**src/assert_macros.svh**
```systemverilog
// ---------------------------------------------------------------------------
// Assertion macros shared by the decoder RTL
// Clocked, reset-qualified property forms used by the block's checks.
// ---------------------------------------------------------------------------
`ifndef ASSERT_MACROS_SVH
`define ASSERT_MACROS_SVH

// Condition must hold in the same cycle as the trigger
`define ASSERT_IMPLIES(label, clk, rst_n, ante, cons) \
    label: assert property (@(posedge clk) disable iff (!rst_n) (ante) |-> (cons)) \
        else $error("implication check failed");

// Condition must hold in the cycle after the trigger
`define ASSERT_NEXT(label, clk, rst_n, ante, cons) \
    label: assert property (@(posedge clk) disable iff (!rst_n) (ante) |=> (cons)) \
        else $error("next-cycle check failed");

// Condition must never hold
`define ASSERT_NEVER(label, clk, rst_n, cond) \
    label: assert property (@(posedge clk) disable iff (!rst_n) !(cond)) \
        else $error("forbidden condition seen");

`endif

```
**src/qoi_pkg.sv**
```systemverilog
// ---------------------------------------------------------------------------
// QOI decoder package
// Chunk codes, parser kinds, pixel type and the controller/datapath links.
// ---------------------------------------------------------------------------
package qoi_pkg;

    localparam int IdxW       = 6;
    localparam int IndexDepth = 1 << IdxW;
    localparam int CfgW       = 3;

    // Chunk opcodes and two-bit tags
    localparam logic [7:0] OP_RGB    = 8'hFE;
    localparam logic [7:0] OP_RGBA   = 8'hFF;
    localparam logic [1:0] TAG_INDEX = 2'b00;
    localparam logic [1:0] TAG_DIFF  = 2'b01;
    localparam logic [1:0] TAG_LUMA  = 2'b10;
    localparam logic [1:0] TAG_RUN   = 2'b11;

    localparam logic [7:0]      ALPHA_OPAQUE = 8'hFF;
    localparam logic [CfgW-1:0] CH_RGBA      = 3'd4;
    localparam logic [CfgW-1:0] CH_RESET     = 3'd4;

    typedef enum logic [1:0] {
        KIND_NONE,
        KIND_RGB,
        KIND_RGBA,
        KIND_LUMA
    } qoi_kind_t;

    // What a decoded byte asks of the controller
    typedef enum logic [1:0] {
        ACT_NONE,
        ACT_LOOKUP,
        ACT_STORE
    } qoi_act_t;

    typedef struct packed {
        logic [7:0] r;
        logic [7:0] g;
        logic [7:0] b;
        logic [7:0] a;
    } pixel_t;

    typedef struct packed {
        logic take;
        logic decode;
        logic load_index;
        logic store;
        logic run_step;
    } qoi_cmd_t;

    typedef struct packed {
        qoi_act_t action;
        logic     run_done;
    } qoi_sts_t;

    // Standard QOI hash, (3r + 5g + 7b + 11a) mod 64
    function automatic logic [IdxW-1:0] qoi_hash(pixel_t p);
        logic [IdxW-1:0] h;
        h = p.r[IdxW-1:0] * IdxW'(3) + p.g[IdxW-1:0] * IdxW'(5)
          + p.b[IdxW-1:0] * IdxW'(7) + p.a[IdxW-1:0] * IdxW'(11);
        return h;
    endfunction

endpackage

```
**src/qoi_if.sv**
```systemverilog
// ---------------------------------------------------------------------------
// QOI decoder stream interfaces
// Valid/ready channels for chunk bytes in and decoded pixels out.
// ---------------------------------------------------------------------------
interface qoi_byte_if;
    logic       valid;
    logic       ready;
    logic [7:0] data_byte;
    logic       image_start;

    modport source (output valid, data_byte, image_start, input ready);
    modport sink   (input valid, data_byte, image_start, output ready);
endinterface

interface qoi_pixel_if;
    logic       valid;
    logic       ready;
    logic [7:0] red;
    logic [7:0] green;
    logic [7:0] blue;
    logic [7:0] alpha;
    logic       alpha_used;
    logic       last_of_run;

    modport source (output valid, red, green, blue, alpha, alpha_used, last_of_run,
                    input ready);
    modport sink   (input valid, red, green, blue, alpha, alpha_used, last_of_run,
                    output ready);
endinterface

```
**src/qoi_cfg.sv**
```systemverilog
// ---------------------------------------------------------------------------
// QOI decoder configuration registers
// APB-style register file holding the channel count.
// ---------------------------------------------------------------------------
module qoi_cfg (
    input  logic                     clk,
    input  logic                     rst_n,
    input  logic                     psel,
    input  logic                     penable,
    input  logic                     pwrite,
    input  logic [2:0]               paddr,
    input  logic [31:0]              pwdata,
    output logic [31:0]              prdata,
    output logic                     pready,
    output logic [qoi_pkg::CfgW-1:0] channel_count
);
    import qoi_pkg::*;

    localparam logic REG_CHANNEL_COUNT = 1'b0;

    logic [CfgW-1:0] channel_count_reg;
    logic            wr_en;

    assign pready = 1'b1;
    assign wr_en  = psel && penable && pwrite && pready;

    // Write the channel count on the access phase
    always_ff @(posedge clk or negedge rst_n)
    begin
        if (!rst_n)
        begin
            channel_count_reg <= CH_RESET;
        end
        else if (wr_en && (paddr[2] == REG_CHANNEL_COUNT))
        begin
            channel_count_reg <= pwdata[CfgW-1:0];
        end
    end

    // Read back
    always_comb
    begin
        prdata = '0;
        if (paddr[2] == REG_CHANNEL_COUNT)
        begin
            prdata = {{(32-CfgW){1'b0}}, channel_count_reg};
        end
    end

    assign channel_count = channel_count_reg;

endmodule

```
**src/qoi_ctrl.sv**
```systemverilog
// ---------------------------------------------------------------------------
// QOI decoder controller
// Sequences accept, decode, index lookup, index store and pixel emission.
// ---------------------------------------------------------------------------
`include "assert_macros.svh"

module qoi_ctrl (
    input  logic              clk,
    input  logic              rst_n,
    input  logic              byte_valid,
    output logic              byte_ready,
    output logic              pixel_valid,
    input  logic              pixel_ready,
    input  qoi_pkg::qoi_sts_t sts,
    output qoi_pkg::qoi_cmd_t cmd
);
    import qoi_pkg::*;

    typedef enum logic [2:0] {
        S_IDLE,
        S_DECODE,
        S_LOOKUP,
        S_STORE,
        S_EMIT
    } state_t;

    state_t state_reg, state_next;
    logic   in_ready_reg;
    logic   out_valid_reg;
    logic   take;

    assign take = byte_valid && in_ready_reg;

    // Next state
    always_comb
    begin
        state_next = state_reg;
        case (state_reg)
            S_IDLE:
            begin
                if (take)
                begin
                    state_next = S_DECODE;
                end
            end
            S_DECODE:
            begin
                case (sts.action)
                    ACT_LOOKUP: state_next = S_LOOKUP;
                    ACT_STORE:  state_next = S_STORE;
                    default:    state_next = S_IDLE;
                endcase
            end
            S_LOOKUP: state_next = S_STORE;
            S_STORE:  state_next = S_EMIT;
            S_EMIT:
            begin
                if (pixel_ready && sts.run_done)
                begin
                    state_next = S_IDLE;
                end
            end
            default: state_next = S_IDLE;
        endcase
    end

    // Hold state and the handshake outputs
    always_ff @(posedge clk or negedge rst_n)
    begin
        if (!rst_n)
        begin
            state_reg     <= S_IDLE;
            in_ready_reg  <= 1'b1;
            out_valid_reg <= 1'b0;
        end
        else
        begin
            state_reg     <= state_next;
            in_ready_reg  <= (state_next == S_IDLE);
            out_valid_reg <= (state_next == S_EMIT);
        end
    end

    // Drive datapath commands
    always_comb
    begin
        cmd            = '0;
        cmd.take       = take;
        cmd.decode     = (state_reg == S_DECODE);
        cmd.load_index = (state_reg == S_LOOKUP);
        cmd.store      = (state_reg == S_STORE);
        cmd.run_step   = (state_reg == S_EMIT) && pixel_ready && !sts.run_done;
    end

    assign byte_ready  = in_ready_reg;
    assign pixel_valid = out_valid_reg;

    `ASSERT_NEVER(a_ready_valid_excl, clk, rst_n, in_ready_reg && out_valid_reg)
    `ASSERT_NEXT(a_take_decodes, clk, rst_n, take, state_reg == S_DECODE)
    `ASSERT_IMPLIES(a_valid_in_emit, clk, rst_n, out_valid_reg, state_reg == S_EMIT)

endmodule

```
**src/qoi_dp.sv**
```systemverilog
// ---------------------------------------------------------------------------
// QOI decoder datapath
// Byte parser, current pixel, colour index memory and run counter.
// ---------------------------------------------------------------------------
`include "assert_macros.svh"

module qoi_dp (
    input  logic                     clk,
    input  logic                     rst_n,
    input  logic [7:0]               data_byte,
    input  logic                     image_start,
    input  logic [qoi_pkg::CfgW-1:0] channel_count,
    input  qoi_pkg::qoi_cmd_t        cmd,
    output qoi_pkg::qoi_sts_t        sts,
    output logic [7:0]               red,
    output logic [7:0]               green,
    output logic [7:0]               blue,
    output logic [7:0]               alpha,
    output logic                     alpha_used,
    output logic                     last_of_run
);
    import qoi_pkg::*;

    // Parser and pixel state
    logic [7:0]      byte_reg;
    qoi_kind_t       kind_reg, kind_next;
    logic [2:0]      need_reg, need_next;
    logic [31:0]     partial_reg, partial_next;
    pixel_t          pixel_reg, pixel_next;
    logic [IdxW-1:0] run_left_reg, run_left_next;

    // Colour index
    pixel_t          index_mem [IndexDepth];
    logic [IndexDepth-1:0] index_valid_reg;
    pixel_t          rd_data_reg;
    logic            rd_valid_reg;
    logic [IdxW-1:0] store_slot;

    // Decode results
    qoi_act_t        act_dec;
    qoi_kind_t       kind_dec;
    logic [2:0]      need_dec;
    logic [31:0]     partial_dec;
    pixel_t          pixel_dec;
    logic [IdxW-1:0] run_dec;
    logic [31:0]     shifted;
    logic [2:0]      need_less;
    logic [7:0]      dg, drg, dbg;

    assign shifted    = {partial_reg[23:0], byte_reg};
    assign need_less  = need_reg - 3'd1;
    assign dg         = {2'b00, shifted[13:8]} - 8'd32;
    assign drg        = {4'b0000, shifted[7:4]} - 8'd8;
    assign dbg        = {4'b0000, shifted[3:0]} - 8'd8;
    assign store_slot = qoi_hash(pixel_reg);

    // Decode the held byte against the parser state
    always_comb
    begin
        act_dec     = ACT_NONE;
        kind_dec    = kind_reg;
        need_dec    = need_reg;
        partial_dec = partial_reg;
        pixel_dec   = pixel_reg;
        run_dec     = '0;
        if (kind_reg != KIND_NONE)
        begin
            // Payload byte of a multi-byte chunk
            partial_dec = shifted;
            need_dec    = need_less;
            if (need_less == 3'd0)
            begin
                act_dec     = ACT_STORE;
                kind_dec    = KIND_NONE;
                partial_dec = '0;
                case (kind_reg)
                    KIND_RGB:
                    begin
                        pixel_dec.r = shifted[23:16];
                        pixel_dec.g = shifted[15:8];
                        pixel_dec.b = shifted[7:0];
                    end
                    KIND_RGBA:
                    begin
                        pixel_dec.r = shifted[31:24];
                        pixel_dec.g = shifted[23:16];
                        pixel_dec.b = shifted[15:8];
                        pixel_dec.a = shifted[7:0];
                    end
                    default:
                    begin
                        pixel_dec.r = pixel_reg.r + dg + drg;
                        pixel_dec.g = pixel_reg.g + dg;
                        pixel_dec.b = pixel_reg.b + dg + dbg;
                    end
                endcase
            end
        end
        else if (byte_reg == OP_RGB)
        begin
            kind_dec    = KIND_RGB;
            need_dec    = 3'd3;
            partial_dec = '0;
        end
        else if (byte_reg == OP_RGBA)
        begin
            kind_dec    = KIND_RGBA;
            need_dec    = 3'd4;
            partial_dec = '0;
        end
        else
        begin
            case (byte_reg[7:6])
                TAG_INDEX: act_dec = ACT_LOOKUP;
                TAG_DIFF:
                begin
                    act_dec     = ACT_STORE;
                    pixel_dec.r = pixel_reg.r + {6'd0, byte_reg[5:4]} - 8'd2;
                    pixel_dec.g = pixel_reg.g + {6'd0, byte_reg[3:2]} - 8'd2;
                    pixel_dec.b = pixel_reg.b + {6'd0, byte_reg[1:0]} - 8'd2;
                end
                TAG_LUMA:
                begin
                    kind_dec    = KIND_LUMA;
                    need_dec    = 3'd1;
                    partial_dec = {24'd0, byte_reg};
                end
                default:
                begin
                    act_dec = ACT_STORE;
                    run_dec = byte_reg[IdxW-1:0];
                end
            endcase
        end
    end

    // Select next parser, pixel and run state
    always_comb
    begin
        kind_next     = kind_reg;
        need_next     = need_reg;
        partial_next  = partial_reg;
        pixel_next    = pixel_reg;
        run_left_next = run_left_reg;
        if (cmd.take && image_start)
        begin
            kind_next    = KIND_NONE;
            need_next    = 3'd0;
            partial_next = '0;
            pixel_next   = '{r: 8'd0, g: 8'd0, b: 8'd0, a: ALPHA_OPAQUE};
        end
        if (cmd.decode)
        begin
            kind_next     = kind_dec;
            need_next     = need_dec;
            partial_next  = partial_dec;
            pixel_next    = pixel_dec;
            run_left_next = run_dec;
        end
        if (cmd.load_index)
        begin
            pixel_next = rd_valid_reg ? rd_data_reg : '0;
        end
        if (cmd.run_step)
        begin
            run_left_next = run_left_reg - IdxW'(1);
        end
    end

    // Hold control state and index valid bits
    always_ff @(posedge clk or negedge rst_n)
    begin
        if (!rst_n)
        begin
            kind_reg        <= KIND_NONE;
            need_reg        <= 3'd0;
            partial_reg     <= '0;
            pixel_reg       <= '{r: 8'd0, g: 8'd0, b: 8'd0, a: ALPHA_OPAQUE};
            run_left_reg    <= '0;
            index_valid_reg <= '0;
            rd_valid_reg    <= 1'b0;
        end
        else
        begin
            kind_reg     <= kind_next;
            need_reg     <= need_next;
            partial_reg  <= partial_next;
            pixel_reg    <= pixel_next;
            run_left_reg <= run_left_next;
            if (cmd.take && image_start)
            begin
                index_valid_reg <= '0;
            end
            else if (cmd.store)
            begin
                index_valid_reg[store_slot] <= 1'b1;
            end
            if (cmd.decode)
            begin
                rd_valid_reg <= index_valid_reg[byte_reg[IdxW-1:0]];
            end
        end
    end

    // Latch the incoming byte
    always_ff @(posedge clk)
    begin
        if (cmd.take)
        begin
            byte_reg <= data_byte;
        end
    end

    // Colour index memory: one write, one registered read
    always_ff @(posedge clk)
    begin
        if (cmd.store)
        begin
            index_mem[store_slot] <= pixel_reg;
        end
        if (cmd.decode)
        begin
            rd_data_reg <= index_mem[byte_reg[IdxW-1:0]];
        end
    end

    // Status and pixel payload
    assign sts.action   = act_dec;
    assign sts.run_done = (run_left_reg == '0);

    assign red         = pixel_reg.r;
    assign green       = pixel_reg.g;
    assign blue        = pixel_reg.b;
    assign alpha_used  = (channel_count == CH_RGBA);
    assign alpha       = alpha_used ? pixel_reg.a : 8'd0;
    assign last_of_run = (run_left_reg == '0);

    `ASSERT_NEXT(a_store_marks_valid, clk, rst_n, cmd.store,
                 index_valid_reg[$past(store_slot)])
    `ASSERT_NEVER(a_run_outside_emit, clk, rst_n, cmd.run_step && (run_left_reg == '0))

endmodule

```
**src/qoi_chunk_stream_decoder.sv**
```systemverilog
// ---------------------------------------------------------------------------
// QOI chunk stream decoder
// Turns the QOI chunk byte stream into RGBA pixels, one byte per transfer.
// ---------------------------------------------------------------------------
// Feed the chunk stream from the first byte after the file header; raise
// image_start with the first byte of each image to clear the colour index,
// the current pixel and any half-parsed chunk. A byte that only carries chunk
// payload is accepted and decoded, then the block is ready again. A byte that
// completes a pixel also passes store and emit, and an index lookup first
// waits on the registered read of the 64-entry colour index; a run emits its
// extra pixels in emit, each pixel holding while the output is stalled. The
// controller walks accept, decode, lookup, store and emit steps, so one byte is
// in flight at a time. Alpha is delivered only while channel_count is 4.
// ---------------------------------------------------------------------------
module qoi_chunk_stream_decoder (
    input  logic        clk,
    input  logic        rst_n,
    qoi_byte_if.sink    byte_in,
    qoi_pixel_if.source pixel_out,
    input  logic        psel,
    input  logic        penable,
    input  logic        pwrite,
    input  logic [2:0]  paddr,
    input  logic [31:0] pwdata,
    output logic [31:0] prdata,
    output logic        pready
);
    import qoi_pkg::*;

    logic [CfgW-1:0] channel_count;
    qoi_cmd_t        cmd;
    qoi_sts_t        sts;

    // Configuration registers
    qoi_cfg u_cfg (
        .clk           (clk),
        .rst_n         (rst_n),
        .psel          (psel),
        .penable       (penable),
        .pwrite        (pwrite),
        .paddr         (paddr),
        .pwdata        (pwdata),
        .prdata        (prdata),
        .pready        (pready),
        .channel_count (channel_count)
    );

    // Sequencer
    qoi_ctrl u_ctrl (
        .clk         (clk),
        .rst_n       (rst_n),
        .byte_valid  (byte_in.valid),
        .byte_ready  (byte_in.ready),
        .pixel_valid (pixel_out.valid),
        .pixel_ready (pixel_out.ready),
        .sts         (sts),
        .cmd         (cmd)
    );

    // Parser, pixel and index
    qoi_dp u_dp (
        .clk           (clk),
        .rst_n         (rst_n),
        .data_byte     (byte_in.data_byte),
        .image_start   (byte_in.image_start),
        .channel_count (channel_count),
        .cmd           (cmd),
        .sts           (sts),
        .red           (pixel_out.red),
        .green         (pixel_out.green),
        .blue          (pixel_out.blue),
        .alpha         (pixel_out.alpha),
        .alpha_used    (pixel_out.alpha_used),
        .last_of_run   (pixel_out.last_of_run)
    );

endmodule

```
**src/flat_wrapper.sv**
```systemverilog
// flat-port wrapper written by rule: the top's interface ports become plain ports
module qoi_chunk_stream_decoder_flat import qoi_pkg::*;
  (clk, rst_n, psel, penable, pwrite, paddr, pwdata, prdata, pready, byte_in_valid, byte_in_data_byte, byte_in_image_start, byte_in_ready, pixel_out_valid, pixel_out_red, pixel_out_green, pixel_out_blue, pixel_out_alpha, pixel_out_alpha_used, pixel_out_last_of_run, pixel_out_ready);
  qoi_byte_if byte_in_i ();
  qoi_pixel_if pixel_out_i ();
  input  logic clk;
  input  logic rst_n;
  input  logic psel;
  input  logic penable;
  input  logic pwrite;
  input  logic [2:0] paddr;
  input  logic [31:0] pwdata;
  output logic [31:0] prdata;
  output logic pready;
  input wire logic [$bits(byte_in_i.valid)-1:0] byte_in_valid;
  input wire logic [$bits(byte_in_i.data_byte)-1:0] byte_in_data_byte;
  input wire logic [$bits(byte_in_i.image_start)-1:0] byte_in_image_start;
  output wire logic [$bits(byte_in_i.ready)-1:0] byte_in_ready;
  output wire logic [$bits(pixel_out_i.valid)-1:0] pixel_out_valid;
  output wire logic [$bits(pixel_out_i.red)-1:0] pixel_out_red;
  output wire logic [$bits(pixel_out_i.green)-1:0] pixel_out_green;
  output wire logic [$bits(pixel_out_i.blue)-1:0] pixel_out_blue;
  output wire logic [$bits(pixel_out_i.alpha)-1:0] pixel_out_alpha;
  output wire logic [$bits(pixel_out_i.alpha_used)-1:0] pixel_out_alpha_used;
  output wire logic [$bits(pixel_out_i.last_of_run)-1:0] pixel_out_last_of_run;
  input wire logic [$bits(pixel_out_i.ready)-1:0] pixel_out_ready;
  assign byte_in_i.valid = byte_in_valid;
  assign byte_in_i.data_byte = byte_in_data_byte;
  assign byte_in_i.image_start = byte_in_image_start;
  assign byte_in_ready = byte_in_i.ready;
  assign pixel_out_valid = pixel_out_i.valid;
  assign pixel_out_red = pixel_out_i.red;
  assign pixel_out_green = pixel_out_i.green;
  assign pixel_out_blue = pixel_out_i.blue;
  assign pixel_out_alpha = pixel_out_i.alpha;
  assign pixel_out_alpha_used = pixel_out_i.alpha_used;
  assign pixel_out_last_of_run = pixel_out_i.last_of_run;
  assign pixel_out_i.ready = pixel_out_ready;
  qoi_chunk_stream_decoder u_core (.clk(clk), .rst_n(rst_n), .byte_in(byte_in_i), .pixel_out(pixel_out_i), .psel(psel), .penable(penable), .pwrite(pwrite), .paddr(paddr), .pwdata(pwdata), .prdata(prdata), .pready(pready));
endmodule
```
**config.mk**
```make
export PLATFORM = sky130hd
export DESIGN_NAME = qoi_chunk_stream_decoder_flat
export DESIGN_NICKNAME = d
export VERILOG_FILES = /design/src/qoi_pkg.sv /design/src/qoi_if.sv /design/src/qoi_cfg.sv /design/src/qoi_ctrl.sv /design/src/qoi_dp.sv /design/src/qoi_chunk_stream_decoder.sv /design/src/flat_wrapper.sv
export VERILOG_INCLUDE_DIRS = /design/src /design/src/src
export SDC_FILE = /design/constraint.sdc
export NUM_CORES = 2
export LEC_CHECK = 0
export ABC_AREA = 1
export BUFFER_PORTS_ARGS = -buffer_cell sky130_fd_sc_hd__buf_2
export CAP_MARGIN = 20
export CORE_MARGIN = 1
export CORE_UTILIZATION = 34
export DETAILED_ROUTE_END_ITERATION = 10
export MAX_ROUTING_LAYER = met4
export PLACE_DENSITY_LB_ADDON = 0.08
export SKIP_LAST_GASP = 1
export SYNTH_ARGS = -nofsm -noshare
export SYNTH_HDL_FRONTEND = slang
export SYNTH_SLANG_ARGS = --single-unit
export TNS_END_PERCENT = 30
```
**constraint.sdc**
```tcl
create_clock -name clk -period 7.95 [get_ports clk]
set_clock_uncertainty 0.2 [all_clocks]
set_input_delay 1.1925 -clock clk [delete_from_list [all_inputs] [get_ports clk]]
set_output_delay 1.1925 -clock clk [all_outputs]
set_load 0.05 [all_outputs]
```
==> impl_metrics.yaml <==
status:
  status: "completed"
timing:
  setup_tns_ns: 0
  final_max_slew_viol_count: 0
  worst_slew_pin_slew_ns: 1.09
  max_slew_margin_pct: 27.5
  fin_crit_ns: 7.03
  rsz0062_at_grt: "no"
  fmax_ghz: 0.142
  worst_slack_ns: 0.916
  finalSetupViolCount: 0
  hold_viol: 0
  period_share_pct: 88.5
  fin_hold_ws_ns: 0.0359
pwr:
  p_leak_nw: 34.1
  p_total_mw: 43.5
  peakVddDrop_mv: 1.69
  pwr_density_cell_mw_per_mm2: 424
global_route:
  grt_pass1_vias: 55647
  antenna_found_initial: 13
  gr-total-overflow: 0
  grt_pass1_wl_um: 447000
  grtUsageTotal_pct: 24.5
  grt_max_degree: 125
final_layout:
  nFillCells: 24930
  largest_reg_flops: 2048
  fin_nets: 6902
  syn_to_final_growth_pct: 14.2
  finalNonFillerCells: 10442
  final_design_area_no_fill_mm2: 0.103
  finish.utilization_pct: 39.1
  drive_gt1_share_pct: 10.4
critical_path:
  crit_required_ns: 8.25
  timing.rr.end: "u_core.u_dp.index_mem[53][24]"
  cp-start-kind: "register"
  cp.arrival_ns: 7.33
  worstPathMaxFanout: 36
  r2r_start: "u_core.u_dp.blue[3]"
  r2r_slack_ns: 0.92
  r2r_cells: 21
  crit_end: "u_core.u_dp.index_mem[53][24]"
  end_kind: "register"
  path_class: "reg -> reg"
  startpoint: "u_core.u_dp.blue[3]"
synthesis:
  synth_area_per_cell_um2: 13.4
  ys_types: 51
  ys_ff_latch: 2228
  syn_inst: 6693
  synthFlopType: "edfxtp_1"
  synth_area_mm2: 0.0899
  yosys_warnings: 0
  ys_seq_area_share_pct: 73.7
  async_flop_share_pct: 6.28
  synth-edff-count: 2088
placed_design:
  dp_hpwl_um: 183000
  placed_area_mm2: 0.0944
  dp_cells: 9977
  gp_routability_congestion: 0.862
  post-place-ws_ns: 0.914
  io_buffers: 58
floorplanning:
  start_util_pct: 34.2
  core_mm2: 0.263
  io_pins: 120
  rows: 188
  dieHeight_um: 516
  die_area_mm2: 0.266
  die_x_um: 516
clock_tree:
  cts_setup_buffers: 0
  path_clk_slew_ns: 0.07
  tritoncts: "done"
  clk_path_buf_depth: 4
  clk_latency_ns: 0.93
  cts_max_level: 5
  cts.repair.resized: 0
  cts-root-buf: "clkbuf_16"
  clock-sinks: 2228
  postCtsHoldBufs: 0
  cts_made_buffers: 274
routing:
  final_antenna_net_count: 0
  drcViolationCount: 0
  finalWirelength_um: 321000
  vias: 57432
  dr.pass1.iters: 5
  wl_per_cell_um: 30.8
  dr.first_iter.drc_count: 5783
  vias_per_cell: 5.50
worst_hold_path:
  hold_path_class: "in -> async"
flow_run:
  drv_cap: 0
worst min-delay path by stage:
stage | startpoint | endpoint | slack (ns) | depth (start not counted)
after detailed placement | u_core.u_dp.partial_reg[21] | u_core.u_dp.partial_reg[21] | 0.26 | 2
after floorplan | u_core.u_dp.partial_reg[21] | u_core.u_dp.partial_reg[21] | 0.24 | 2
final | rst_n | u_core.u_cfg.channel_count[0] | 0.04 | 1
after global routing | rst_n | u_core.u_cfg.channel_count[0] | 0.05 | 1
after CTS | rst_n | u_core.u_cfg.channel_count[0] | 0.03 | 1
after global placement | u_core.u_dp.partial_reg[18] | u_core.u_dp.partial_reg[18] | 0.26 | 2
power by group:
part / leakage, nW / switching [mW] / internal [mW]
Sequential: 20.7 / 0.835 / 15.2
Combinational: 9.34 / 11.9 / 3.70
Clock: 4.04 / 4.83 / 6.99
critical path, cell delays in order, from the launching register on:
cell	delay (ns)
dfrtp_4	0.72
inv_1	0.23
fa_1	0.55
inv_1	0.06
fa_1	0.53
inv_1	0.06
fa_1	0.51
fa_1	0.45
fa_1	0.50
inv_1	0.04
ha_1	0.33
a21oi_1	0.19
nand3b_1	0.10
nand2_1	0.10
inv_1	0.05
nand2_1	0.07
nand2_1	0.08
inv_1	0.08
nand3_1	0.08
nand2_2	0.52
nand4_1	0.31
inv_2	0.78
cells in the final DEF, fill, tap and decap left out, types with 10 or more instances in the layout:
cell type	synthesis	routed
edfxtp_1	2088	2088
o21ai_0	893	893
nand2_1	601	601
nor2_1	594	593
nand3_1	383	383
clkbuf_16	0	281
a21oi_1	230	230
inv_1	284	219
a22oi_1	218	218
a221oi_1	208	208
buf_4	68	144
dfrtp_1	130	106
o2111ai_1	104	104
o21ai_1	101	101
inv_2	11	71
nand4_1	71	71
ha_1	70	70
clkbuf_1	306	70
buf_2	98	57
o211ai_1	44	44
fa_1	43	43
clkinv_1	5	40
buf_12	0	34
clkinv_2	0	31
conb_1	2	30
o221ai_1	18	18
bufinv_16	0	14
dfrtp_4	0	13
xnor2_1	13	12
diode_2	0	11
xor2_1	11	11
dfrtp_2	0	11
nand2_2	10	10
a31oi_1	10	10
clkbuf_8	0	10
dfstp_2	10	10
synth_stat cells, drive strengths merged, types with 3 or more instances:
master | count | area share, %
inv | 296 | 1.2
fa | 43 | 0.96
dfrtp | 130 | 3.6
xor2 | 11 | 0.11
a221oi | 208 | 2.0
o211ai | 44 | 0.37
nor2 | 596 | 2.5
nand2 | 611 | 2.6
ha | 70 | 0.97
o2111ai | 104 | 1.0
o22ai | 7 | 0.049
buf | 191 | 1.2
nand4 | 71 | 0.49
clkinv | 5 | 0.021
edfxtp | 2088 | 70
xnor2 | 13 | 0.13
o221ai | 18 | 0.18
nor3 | 8 | 0.063
a22oi | 218 | 1.8
clkbuf | 306 | 1.3
nand3 | 384 | 2.1
o31ai | 3 | 0.031
a21oi | 232 | 1.3
a31oi | 10 | 0.070
a221o | 5 | 0.056
o21ai | 995 | 5.6
dfstp | 10 | 0.29
area by class of cell:
type,instances,area [µm²],share of cell area [%]
Inverter,301,1180,1.15
Clock buffer,361,7430,7.24
Tap cell,3515,4400,4.28
Antenna cell,11,27.5,0.0268
Clock inverter,93,846,0.824
Multi-Input combinational cell,3695,20400,19.9
Sequential cell,2228,66300,64.6
Timing Repair Buffer,238,2110,2.06
layer usage:
| layer | vias up | global-route usage (%) | wire length, µm |
|---|---|---|---|
| met4 | 0 | 7.71 | 10400 |
| li1 | 25209 | - | - |
| met2 | 1754 | 38.6 | 152000 |
| met1 | 30043 | 33.1 | 143000 |
| met3 | 426 | 2.80 | 15800 |
| met5 | - | - | 0 |
kinds of logic (layout without fill, tap and decap cells):
logic type	after synthesis	in the layout	synth area share, %
AND/OR/NAND/NOR	1676	1676	7.83
adder cells (fa/ha/maj)	113	113	1.93
AO/OA/AOI/OAI	1852	1852	12.5
XOR/XNOR	24	24	0.234
buffers and inverters	798	993	3.76
other	2	41	0.00836
flip-flops	2228	2228	73.7
Note: power is estimated with default switching activity, not from simulation.
